## src/alu_wcf_pkg.sv

```systemverilog
// Package with the opcodes, the flag type and the flag reset value of the ALU.
`timescale 1ns / 1ps

package alu_wcf_pkg;

  localparam int unsigned DataW = 32;

  typedef logic [DataW-1:0] word_t;
  typedef logic [3:0]       opcode_t;

  localparam opcode_t OP_AND  = 4'h0;
  localparam opcode_t OP_XOR  = 4'h1;
  localparam opcode_t OP_SUB  = 4'h2;
  localparam opcode_t OP_RSB  = 4'h3;
  localparam opcode_t OP_ADD  = 4'h4;
  localparam opcode_t OP_ADC  = 4'h5;
  localparam opcode_t OP_SBC  = 4'h6;
  localparam opcode_t OP_RSC  = 4'h7;
  localparam opcode_t OP_TST  = 4'h8;
  localparam opcode_t OP_TEQ  = 4'h9;
  localparam opcode_t OP_CMP  = 4'ha;
  localparam opcode_t OP_CMN  = 4'hb;
  localparam opcode_t OP_ORR  = 4'hc;
  localparam opcode_t OP_MOV  = 4'hd;
  localparam opcode_t OP_BIC  = 4'he;
  localparam opcode_t OP_MVN  = 4'hf;

  typedef struct packed {
    logic n;
    logic z;
    logic c;
    logic v;
  } flags_t;

  localparam flags_t FLAGS_RESET = '{n: 1'b0, z: 1'b0, c: 1'b0, v: 1'b0};

endpackage

```

## src/alu_wcf_core.sv

```systemverilog
// Combinational datapath: one shared adder, the logic unit and the flag update.
`timescale 1ns / 1ps

module alu_wcf_core (
  input  alu_wcf_pkg::opcode_t op,
  input  alu_wcf_pkg::word_t   a,
  input  alu_wcf_pkg::word_t   b,
  input  logic                 set_flags,
  input  alu_wcf_pkg::flags_t  flags_cur,
  output alu_wcf_pkg::word_t   result,
  output alu_wcf_pkg::flags_t  flags_new
);

  alu_wcf_pkg::word_t          add_x;
  alu_wcf_pkg::word_t          add_y;
  logic                        add_cin;
  logic [alu_wcf_pkg::DataW:0] sum;
  alu_wcf_pkg::word_t          sum_r;
  logic                        sum_v;
  logic                        arith;
  logic                        write_flags;

  // Every arithmetic opcode maps onto x + y + cin, subtracts using ~y.
  always_comb begin
    add_x   = a;
    add_y   = b;
    add_cin = 1'b0;
    arith   = 1'b1;
    case (op)
      alu_wcf_pkg::OP_SUB, alu_wcf_pkg::OP_CMP: begin
        add_y   = ~b;
        add_cin = 1'b1;
      end
      alu_wcf_pkg::OP_RSB: begin
        add_x   = b;
        add_y   = ~a;
        add_cin = 1'b1;
      end
      alu_wcf_pkg::OP_ADD, alu_wcf_pkg::OP_CMN: begin
        add_cin = 1'b0;
      end
      alu_wcf_pkg::OP_ADC: begin
        add_cin = flags_cur.c;
      end
      alu_wcf_pkg::OP_SBC: begin
        add_y   = ~b;
        add_cin = flags_cur.c;
      end
      alu_wcf_pkg::OP_RSC: begin
        add_x   = b;
        add_y   = ~a;
        add_cin = flags_cur.c;
      end
      default: begin
        arith = 1'b0;
      end
    endcase
  end

  assign sum   = {1'b0, add_x} + {1'b0, add_y}
               + {{alu_wcf_pkg::DataW{1'b0}}, add_cin};
  assign sum_r = sum[alu_wcf_pkg::DataW-1:0];
  assign sum_v = ((add_x[alu_wcf_pkg::DataW-1] ^ sum_r[alu_wcf_pkg::DataW-1])
               & (add_y[alu_wcf_pkg::DataW-1] ^ sum_r[alu_wcf_pkg::DataW-1]));

  always_comb begin
    case (op)
      alu_wcf_pkg::OP_AND, alu_wcf_pkg::OP_TST: result = a & b;
      alu_wcf_pkg::OP_XOR, alu_wcf_pkg::OP_TEQ: result = a ^ b;
      alu_wcf_pkg::OP_ORR:                      result = a | b;
      alu_wcf_pkg::OP_MOV:                      result = b;
      alu_wcf_pkg::OP_BIC:                      result = a & ~b;
      alu_wcf_pkg::OP_MVN:                      result = ~b;
      default:                                  result = sum_r;
    endcase
  end

  // Moves never touch the flags; logical operations keep C and V.
  assign write_flags = set_flags && (op != alu_wcf_pkg::OP_MOV)
                       && (op != alu_wcf_pkg::OP_MVN);

  always_comb begin
    flags_new = flags_cur;
    if (write_flags) begin
      flags_new.n = result[alu_wcf_pkg::DataW-1];
      flags_new.z = (result == '0);
      if (arith) begin
        flags_new.c = sum[alu_wcf_pkg::DataW];
        flags_new.v = sum_v;
      end
    end
  end

endmodule

```

## src/alu_with_condition_flags.sv

```systemverilog
// Top level of the ALU: input register, datapath, flag register and result register.
//
//   Channel | Direction | Ports                                        | Handshake
//   in_     | input     | bubble, opcode, operands, set_flags          | in_valid / in_stall
//   out_    | output    | alu_result, negative/zero/carry/overflow     | out_valid / out_stall
//
// One item per cycle is sustained while out_stall is low; a taken item goes into the input
// register, then through the adder and flag logic into the result register.
// The flag register closes a loop around the datapath, so adc/sbc/rsc see the flags of the item just before.
// Bubble items are taken and dropped at the input and give no result.
// Reset (rst_n low, synchronous) empties both stages and clears the flag register.
// A stalled result holds; the input register keeps taking items until it is full too.
`timescale 1ns / 1ps

module alu_with_condition_flags (
  input  logic                 clk,
  input  logic                 rst_n,
  input  logic                 in_valid,
  output logic                 in_stall,
  input  logic                 in_bubble,
  input  alu_wcf_pkg::opcode_t in_opcode,
  input  alu_wcf_pkg::word_t   in_first_operand,
  input  alu_wcf_pkg::word_t   in_second_operand,
  input  logic                 in_set_flags,
  output logic                 out_valid,
  input  logic                 out_stall,
  output alu_wcf_pkg::word_t   out_alu_result,
  output logic                 out_negative_flag,
  output logic                 out_zero_flag,
  output logic                 out_carry_flag,
  output logic                 out_overflow_flag
);

  logic                 s1_valid_r, s1_valid_nxt;
  alu_wcf_pkg::opcode_t s1_op_r;
  alu_wcf_pkg::word_t   s1_a_r;
  alu_wcf_pkg::word_t   s1_b_r;
  logic                 s1_set_r;
  logic                 out_valid_r, out_valid_nxt;
  alu_wcf_pkg::word_t   out_result_r;
  alu_wcf_pkg::flags_t  out_flags_r;
  alu_wcf_pkg::flags_t  flags_r, flags_nxt;
  alu_wcf_pkg::word_t   core_result;
  logic                 out_free;
  logic                 advance;
  logic                 in_take;

  alu_wcf_core u_core (
    .op        (s1_op_r),
    .a         (s1_a_r),
    .b         (s1_b_r),
    .set_flags (s1_set_r),
    .flags_cur (flags_r),
    .result    (core_result),
    .flags_new (flags_nxt)
  );

  assign out_free = !out_valid_r || !out_stall;
  assign advance  = s1_valid_r && out_free;
  assign in_stall = s1_valid_r && !out_free;
  assign in_take  = in_valid && !in_stall && !in_bubble;

  always_comb begin
    s1_valid_nxt = s1_valid_r;
    if (advance) begin
      s1_valid_nxt = 1'b0;
    end
    if (in_take) begin
      s1_valid_nxt = 1'b1;
    end
  end

  always_comb begin
    out_valid_nxt = out_valid_r;
    if (out_free) begin
      out_valid_nxt = s1_valid_r;
    end
  end

  always_ff @(posedge clk) begin
    if (!rst_n) begin
      s1_valid_r  <= 1'b0;
      out_valid_r <= 1'b0;
      flags_r     <= alu_wcf_pkg::FLAGS_RESET;
    end else begin
      s1_valid_r  <= s1_valid_nxt;
      out_valid_r <= out_valid_nxt;
      if (advance) begin
        flags_r <= flags_nxt;
      end
    end
  end

  always_ff @(posedge clk) begin
    if (in_take) begin
      s1_op_r  <= in_opcode;
      s1_a_r   <= in_first_operand;
      s1_b_r   <= in_second_operand;
      s1_set_r <= in_set_flags;
    end
    if (advance) begin
      out_result_r <= core_result;
      out_flags_r  <= flags_nxt;
    end
  end

  assign out_valid         = out_valid_r;
  assign out_alu_result    = out_result_r;
  assign out_negative_flag = out_flags_r.n;
  assign out_zero_flag     = out_flags_r.z;
  assign out_carry_flag    = out_flags_r.c;
  assign out_overflow_flag = out_flags_r.v;

endmodule

```

## config.mk

```make
export PLATFORM = sky130hd
export DESIGN_NAME = alu_with_condition_flags
export DESIGN_NICKNAME = d
export VERILOG_FILES = /design/src/alu_wcf_pkg.sv /design/src/alu_wcf_core.sv /design/src/alu_with_condition_flags.sv
export SDC_FILE = /design/constraint.sdc
export NUM_CORES = 1
export LEC_CHECK = 0
export ABC_AREA = 1
export BUFFER_PORTS_ARGS = -buffer_cell sky130_fd_sc_hd__buf_2
export CORE_MARGIN = 2
export CORE_UTILIZATION = 44
export DETAILED_ROUTE_END_ITERATION = 16
export GPL_ROUTABILITY_DRIVEN = 0
export GPL_TIMING_DRIVEN = 1
export PLACE_DENSITY_LB_ADDON = 0.1
export RECOVER_POWER = 25
export SLEW_MARGIN = 20
export SYNTH_ARGS = -nofsm -noshare
export SYNTH_HDL_FRONTEND = slang
export SYNTH_SLANG_ARGS = --single-unit
```

## constraint.sdc

```tcl
create_clock -name clk -period 8.6 [get_ports clk]
set_input_delay 0.43 -clock clk [delete_from_list [all_inputs] [get_ports clk]]
set_output_delay 0.43 -clock clk [all_outputs]
set_load 0.01 [all_outputs]
```

* Yosys cells after proc, flatten, opt, wreduce, memory -nomap -nowiden *
Index checks and enable logic that the tools add are counted.

operators by class
  divide/modulo/power cells = 0
  multipliers = 0
  bitwise logic cells = 9
  multiplexer cells = 9
  eq/ne operators = 17
  reduce and logical (&&, ||, !) cells = 22
  order comparisons = 0
  $add $sub $neg = 2
  shift-type cells = 0

operator list
  cell                count
  $pmux 32 s6         1
  $and 32x32->32      2
  $not 32->32         2
  $pmux 32 s2         1
  $add 32x32->33      1
  $add 33x1->33       1
  $eq 4x4->1 const B  8
  $logic_not 32->1    1
  $mux 32             1
  $or 32x32->32       1
  $xor 32x32->32      1
  $eq 4x3->1 const B  4
  $reduce_or 3->1     3
  $eq 4x2->1 const B  2
  $ne 4x4->1 const B  2
  $reduce_or 8->1     1
  $logic_and 1x1->1   6
  $reduce_or 2->1     3
  $logic_not 1->1     5
  $eq 4x1->1 const B  1
  $logic_not 4->1     1
  $mux 4              1
  $mux 1              3
  $mux 2              1
  5 further kinds     6

word-level totals
  ROM bits = 0
  register bits = 111
  memories kept = 0
  bits in writable memories = 0
  bits in latches = 0
  output and inout bits = 38

* Depth between registers and ports, before layout *
Gate-level depths: netlist (run 1).

  depth after elaboration = 9
  gate-level depth with buffers = 30
  gate-level depth less buffers = 28

* Cells and area by module *
Synthesis (run 1) repeated with hierarchy kept, for this count alone.

second synthesis, totals
  cell total of the unflattened synthesis = 1330
  area, all modules = 9281.4 um^2

by module, submodules not included
  module                    cells each  sequential area each (um^2)  instances  area an instance (um^2)
  alu_wcf_core              1186        0.0                          1          5861.9
  alu_with_condition_flags  144         3273.1                       1          3419.5

* Worst setup path before layout (run 1) *
OpenSTA, ideal clock, no wires.

  path kind = flip-flop to flip-flop
  start point = register s1_op_r[1]
  end point = register flags_r[2] (netlist bit)
  stages on the path, launching flop included = 29
  required time = 8.488 ns
  period minus slack after synthesis = 3.598 ns
  arrival time = 3.486 ns
  path slack = 5.002 ns
  library setup time = 0.112 ns
  cells stage by stage = edfxtp_1 > nand2_1 > nor2_1 > inv_1 > clkbuf_1 > clkbuf_1 > a31o_2 > fa_1 > inv_1 > fa_1 > inv_1 > nand2_1 > nand2_1 > nand3_1 > nand2_1 > nand2_1 > nand2_1 > nand2_1 > nand2_1 > nand2_1 > nand3_1 > nand2_1 > nor2_1 > nand2_1 > nor2_1 > nand3_1 > nand3_1 > nand2_1 > inv_1

between the ends
  word-level cells in the longest chain between the ends = 8

ends and longest elaborated chain
  what                                                                 line                            source
  start: declaration                                                   alu_with_condition_flags.sv:35  alu_wcf_pkg::opcode_t s1_op_r;
  start signal: assignment                                             alu_with_condition_flags.sv:96  s1_op_r <= in_opcode;
  $eq 4x2->1, or another cell as far along                             alu_wcf_core.sv:29              case (op)
  $reduce_or 3->1 (no line) / $reduce_or 2->1 (equally long branches)  --
  $pmux 32 s2 / $mux 32 (equally long branches)                        alu_wcf_core.sv:29
  $add 32x32->33                                                       alu_wcf_core.sv:60              assign sum = {1'b0, add_x} + {1'b0, add_y}
  $add 33x1->33                                                        alu_wcf_core.sv:61              + {{alu_wcf_pkg::DataW{1'b0}}, add_cin};
  $pmux 32 s6 (*)                                                      alu_wcf_core.sv:67              case (op)
  net core_result[22]                                                  alu_with_condition_flags.sv:43  alu_wcf_pkg::word_t core_result;
  $logic_not 32->1 (*)                                                 alu_wcf_core.sv:86              flags_new.z = (result == '0);
  $mux 4 (*)                                                           alu_wcf_core.sv:84              if (write_flags) begin
  end signal: assignment                                               alu_with_condition_flags.sv:84  flags_r <= alu_wcf_pkg::FLAGS_RESET;
  end signal: assignment                                               alu_with_condition_flags.sv:89  flags_r <= flags_nxt;
  end: declaration                                                     alu_with_condition_flags.sv:42  alu_wcf_pkg::flags_t flags_r, flags_nxt;

The timed path passes the listed nets; every way through them passes the cells marked *.
A chain may end at the register's enable or synchronous reset.

* Worst setup path after layout (run 1) *
  start point = register s1_op_r[0]
  end point = register flags_r[2] (netlist bit)

The elaborated chain is that of the path after synthesis.

==> results of run 1 <==
[metrics by stage]
step | instances | total power, W | area (um2) | utilization [%]
2_1_floorplan | 1309 | 0.000931 | 9240 | -
3_3_place_gp | 1659 | 0.00105 | 9980 | 47.9
3_5_place_dp | 1659 | 0.00105 | 9980 | 47.9
4_1_cts | 1675 | 0.00151 | 10300 | 49.5
5_1_grt | 1676 | 0.00159 | 10300 | 49.6
6_report | 1676 | 0.00151 | 10300 | 49.6
[cell usage in the layout, fill, tap and decap left out, drive strengths merged]
| cell | instances |
|---|---|
| a211oi | 6 |
| a21boi | 1 |
| a21oi | 44 |
| a311oi | 1 |
| a31o | 30 |
| a31oi | 3 |
| and2 | 2 |
| buf | 118 |
| bufinv | 2 |
| clkbuf | 10 |
| clkinv | 1 |
| clkinvlp | 1 |
| dfxtp | 6 |
| edfxtp | 105 |
| fa | 2 |
| ha | 63 |
| inv | 205 |
| nand2 | 414 |
| nand3 | 87 |
| nand3b | 10 |
| nand4 | 22 |
| nor2 | 117 |
| nor3 | 12 |
| nor4 | 4 |
| o2111ai | 4 |
| o21ai | 68 |
| o21bai | 6 |
| o22ai | 37 |
| o31ai | 1 |
| o41ai | 1 |
| or2 | 5 |
| xor2 | 13 |
[registers in the layout, summed over array words and instances, names as in the netlist]
signal             flops
out_alu_result        32
s1_set_r               1
s1_op_r                4
s1_b_r                32
out_valid              1
s1_a_r                32
out_negative_flag      1
flags_r                4
out_overflow_flag      1
out_carry_flag         1
s1_valid_r             1
out_zero_flag          1
[report_power, final]
| part | leakage [nW] | internal [W] | switching, W | total, W |
|---|---|---|---|---|
| clock network | 0.155 | 0.000258 | 0.000205 | 0.000464 |
| registers | 1.03 | 0.000625 | 0.0000200 | 0.000645 |
| logic | 3.83 | 0.000139 | 0.000263 | 0.000402 |
| total | 5.02 | 0.00102 | 0.000489 | 0.00151 |
[cells by family after synthesis]
group,after synthesis
simple gates,673
buf+inv,245
compound gates,202
flops,111
fa+ha+maj,65
xor+xnor,13
[routing by layer]
metal	vias to the layer above	track usage, %
met1	4061	38.2
met2	373	34.6
li1	4498	-
met4	0	7.43
met5	-	0
met3	44	4.07
[worst min-delay path by stage]
stage | from | end | slack, ns | cells after the start
3_3_place_gp | out_valid$_SDFFE_PN0N_ | out_valid$_SDFFE_PN0N_ | 0.51 | 2
3_5_place_dp | out_valid$_SDFFE_PN0N_ | out_valid$_SDFFE_PN0N_ | 0.50 | 2
4_1_cts | in_opcode[1] | s1_op_r[1]$_DFFE_PP_ | 0.23 | 1
2_1_floorplan | s1_valid_r$_SDFFE_PN0P_ | out_valid$_SDFFE_PN0N_ | 0.48 | 2
6_report | in_opcode[1] | s1_op_r[1]$_DFFE_PP_ | 0.23 | 1
5_1_grt | in_first_operand[20] | s1_a_r[20]$_DFFE_PP_ | 0.23 | 1
[cell type report]
cell class                 instances  share of cell area, %
multi-input combinational        953                   48.4
tap                              275                   3.33
timing repair buffer             118                   6.01
clock inverter                     6                  0.897
clock buffer                      10                   2.22
inverter                         203                   7.38
sequential                       111                   31.7
==> flow_metrics.tcl, run 1 <==
set metrics [dict create \
    status "finished, final reports clean" \
    hold_path_class "in -> reg" \
    ys_types 40 \
    ctsResizeCount 0 \
    clock_latency_ns 0.37 \
    clock.fmax_ghz 0.210 \
    antenna_found_initial 0 \
    num-fill-cells 2111 \
    power_leakage_nw 5.02 \
    wl_met1_um 13300 \
    crit_buf_inv 5 \
    dieArea_um2 22200 \
    synth_cells 1309 \
    dieWidth_um 149 \
    rows 53 \
    drc 0 \
    timing.final.crit_share_pct 55.4 \
    synthArstFlopShare_pct 0 \
    crit_family "simple AND/OR/NAND/NOR gates" \
    synth_area_leader_cell "edfxtp_1" \
    ys_top_cells_by_area "edfxtp_1, nand2_1, ha_1" \
    ios 112 \
    crit_path_top_delay_cell "inv_2" \
    clkTransAtPathRegs_ns 0.08 \
    layout_setup_ws_ns 3.84 \
    critPathLaunchType "flip-flop" \
    ant_nets 0 \
    yosysSeqAreaShare_pct 35.4 \
    critPathMaxFanout 66 \
    first_global_vias 7890 \
    critPathLaunch "s1_op_r[0]$_DFFE_PP_" \
    crit_top_cell "nand2_1" \
    initial_core_util_pct 44.4 \
    avgSynthCellArea_um2 7.06 \
    dr_wl_met3_um 2410 \
    worst-slew-pin-transition_ns 1.16 \
    grt_overflow_total 0 \
    coreArea_um2 20800 \
    hpwl_um 20700 \
    ys.warnings.count 0 \
    multiInputGateArea_um2 5000 \
    diodes 0 \
    rr_worst_depth 28 \
    synthAdderAreaFrac_pct 8.96 \
    dr_wl_met2_um 10700 \
    cts-root-buf "clkbuf_16" \
    highest_layer "met4" \
    finalSetupTns_ns 0 \
    synth.most_common_cell "nand2_1" \
    yosysTopAreaCellShare_pct 34.1 \
    firstDrtPassIters 6 \
    netlist_area_um2 9240 \
    skew_ns 0.00905 \
    clockBufferDepth 2 \
    rsz0062_at_grt "false" \
    routedWlPerCell_um 16.1 \
    report.final.slew_viol_count 0 \
    routed_wl_um 26900 \
    power.density_nw_per_um2 146 \
    pre_cts_slack_ns 3.91 \
    hold_ws_ns 0.231 \
    port_buffers 111 \
    drive_gt1_share_pct 13.5 \
    cp.depth 28 \
    num_vias 8976 \
    critPathKind "reg -> reg" \
    synth.area.mux_share_pct 0 \
    reg2reg_setup_slack_ns 3.84 \
    synth-main-ff-cell "edfxtp_1" \
    drt_iter0_drc 777 \
    required_ns 8.91 \
    timing.rr.end "flags_r[2]$_SDFFE_PN0P_" \
    hold_buffers 0 \
    numCtsBuffers 9 \
    grt_pass1_wl_um 42400 \
    synth_xor_area_share_pct 1.23 \
    maxCapViolCount 0 \
    cts-htree-levels 3 \
    cp.arrival_ns 5.07 \
    synth_edf_count 105 \
    cpPeakStageDelay_ns 0.58 \
    clock_sinks 111 \
    ys_ff_latch 111 \
    synth_common_cells "nand2_1, inv_1, nor2_1, edfxtp_1, nand3_1" \
    synth-compound-area-share_pct 13.4 \
    grt_max_degree 70 \
    end_kind "flip-flop" \
    crit-reg2reg-launch "s1_op_r[0]$_DFFE_PP_" \
    peakVddDrop_v 0.000101 \
    period_minus_slack_ns 4.76 \
    synthSimpleGateAreaFrac_pct 30.3 \
    cts_setup_buffers 0 \
    tritoncts "done" \
    syn_to_final_growth_pct 11.6 \
    finalSetupViolCount 0 \
    die_h_um 149 \
    grt.total_usage_pct 24.6 \
    via_per_inst 5.36 \
    final-hold-violation-count 0 \
    syn_nets 1448 \
    max-slew-margin-rel_pct 22.3 \
    regArea_um2 3270 \
    layout.nets 1535 \
    synth_top_family_by_area "simple AND/OR/NAND/NOR gates" \
    cp-endpoint "flags_r[2]$_SDFFE_PN0P_" \
]
No activity file was read; power rests on OpenSTA's default activity.
==> run 2, diff against run 1 <==
==> constraint.sdc (replaced) <==
create_clock -name clk -period 4.6 [get_ports clk]
set_input_delay 0.23 -clock clk [delete_from_list [all_inputs] [get_ports clk]]
set_output_delay 0.23 -clock clk [all_outputs]
set_load 0.01 [all_outputs]
==> run 2 against run 1 <==
Non-clock buffer count rose by 9. Highest routed layer unchanged. Final cell count rose by 0.54%. Register-to-register slack got worse by 3.3 ns. Clock skew rose by 0.0026 ns. Wire length rose by 1.4%. Combinational power rose by 90%. Sequential power rose by 88%. Utilization rose by 0.26 points.
==> flow_metrics.tcl, run 2 (synthesized netlist as in run 1, its figures left out) <==
set metrics [dict create \
    hold_buffers 0 \
    hold_path_class "in -> reg" \
    worstHoldStart "in_second_operand[0]" \
    period_minus_slack_ns 4.08 \
    drt_iter0_drc 961 \
    hpwl_um 21200 \
    placed_area_um2 10000 \
    finalSetupTns_ns 0 \
    power_switching_w 0.000923 \
    crit-reg2reg-launch "s1_op_r[0]$_DFFE_PP_" \
    clkTransAtPathRegs_ns 0.08 \
    final-hold-violation-count 0 \
    power_frac_clock_pct 29.3 \
    timing.final.crit_share_pct 88.8 \
    hold_path_depth 1 \
    die_h_um 149 \
    via_per_inst 5.36 \
    routed_wl_um 27300 \
    peakVddDrop_v 0.000187 \
    rows 53 \
    critPathLaunch "s1_op_r[0]$_DFFE_PP_" \
    design_area_um2 10400 \
    report.final.slew_viol_count 0 \
    coreArea_um2 20800 \
    antenna_found_initial 0 \
    cts-htree-levels 3 \
    maxCapViolCount 0 \
    numCtsBuffers 9 \
    clock_latency_ns 0.36 \
    firstDrtPassIters 6 \
    grt_overflow_total 0 \
    final_cell_mix "nand2_1, inv_1, nor2_1, buf_2, edfxtp_1" \
    clock.fmax_ghz 0.245 \
    rr_worst_depth 23 \
    grt_pass1_wl_um 42900 \
    end_kind "flip-flop" \
    worst-slew-pin-transition_ns 1.12 \
    max-slew-margin-rel_pct 24.3 \
    dieWidth_um 149 \
    netSwitchingFraction_pct 33.2 \
    cp.arrival_ns 4.39 \
    num_vias 9029 \
    critPathMaxFanout 28 \
    clockBufferDepth 2 \
    p_comb_share_pct 27.4 \
    grt.total_usage_pct 25.0 \
    first_global_vias 8067 \
    syn_to_final_growth_pct 12.2 \
    layout.nets 1544 \
    rsz0062_at_grt "false" \
    ios 112 \
    required_ns 4.91 \
    skew_ns 0.0116 \
    pwr-share-seq_pct 43.3 \
    cts-root-buf "clkbuf_16" \
    clock_sinks 111 \
    fin_util_pct 49.8 \
    critPathLaunchType "flip-flop" \
    routedWlPerCell_um 16.2 \
    dieArea_um2 22200 \
    critPathKind "reg -> reg" \
    diodes 0 \
    drc 0 \
    status "finished, final reports clean" \
    port_buffers 111 \
    power.density_nw_per_um2 268 \
    ant_nets 0 \
    drive_gt1_share_pct 14.1 \
    power_leakage_nw 5.05 \
    layout_commonest_cell "nand2_1" \
    p_int_w 0.00186 \
    finalSetupViolCount 0 \
    grt_max_degree 48 \
    tritoncts "done" \
    initial_core_util_pct 44.4 \
]
-- run 2: path summary, 6_finish.rpt --
kind	to	slack (ns)
min	s1_b_r[0]$_DFFE_PP_	0.03
min reg2reg	out_valid$_SDFFE_PN0N_	0.53
max reg2reg	flags_r[2]$_SDFFE_PN0P_	0.52
max	flags_r[2]$_SDFFE_PN0P_	0.52
-- run 2: metrics by stage --
| stage | setup slack (ns) | power, W | cells | hold WS [ns] |
|---|---|---|---|---|
| 3_5_place_dp | 0.565 | 0.00197 | 1668 | 0.408 |
| 6_report | 0.517 | 0.00278 | 1685 | 0.0338 |
| 3_3_place_gp | 0.607 | 0.00197 | 1668 | 0.406 |
| 2_1_floorplan | 1.00 | 0.00174 | 1309 | 0.329 |
| 5_1_grt | 0.0970 | 0.00294 | 1685 | 0.0277 |
| 4_1_cts | 0.528 | 0.00279 | 1684 | 0.0231 |
-- run 2: power groups by stage --
| stage | combinational (W) | sequential [W] | clock, W |
|---|---|---|---|
| detailed placement | 0.000744 | 0.00123 | 0 |
| global placement | 0.000738 | 0.00123 | 0 |
| finish | 0.000762 | 0.00121 | 0.000816 |
| global route | 0.000860 | 0.00121 | 0.000867 |
| CTS | 0.000747 | 0.00121 | 0.000834 |
| floorplan | 0.000516 | 0.00122 | 0 |
-- run 2: metal layers --
metal  share of wire (%)  wire length, um  GRT usage, %
met1                  50            13500          38.0
met2                  41            11100          36.6
met3                 8.0             2200          4.28
met4                 1.5              422          6.43
met5                   0                0             0
-- run 2: cell type report --
class / instances / area [um2]
fill: 2076 / 10500
multi-input combinational: 953 / 5000
sequential: 111 / 3270
inverter: 203 / 764
timing repair buffer: 127 / 688
tap: 275 / 344
clock buffer: 9 / 225
clock inverter: 7 / 80.1
-- run 2: repair_timing --
action,CTS,global route
gates resized for setup,0,2
setup endpoints to repair,0,1
buffers inserted,0,0
-- run 2: worst max-delay path: stages (launching register included) --
cell and delay (ns):
edfxtp_1 0.54, nand2_1 0.21, nor2_4 0.06, inv_2 0.36
buf_4 0.31, o22ai_1 0.10, a31o_2 0.22, ha_1 0.38
nand2_1 0.15, nor2_1 0.16, inv_1 0.08, nor3_1 0.26
nand3_1 0.20, nand3_1 0.11, nand2_1 0.05, nand3_1 0.11
nand2_1 0.09, nor2_1 0.12, nand2_1 0.07, nor2_1 0.16
nand3_1 0.12, nand3_1 0.08, nand2_1 0.05, inv_1 0.04
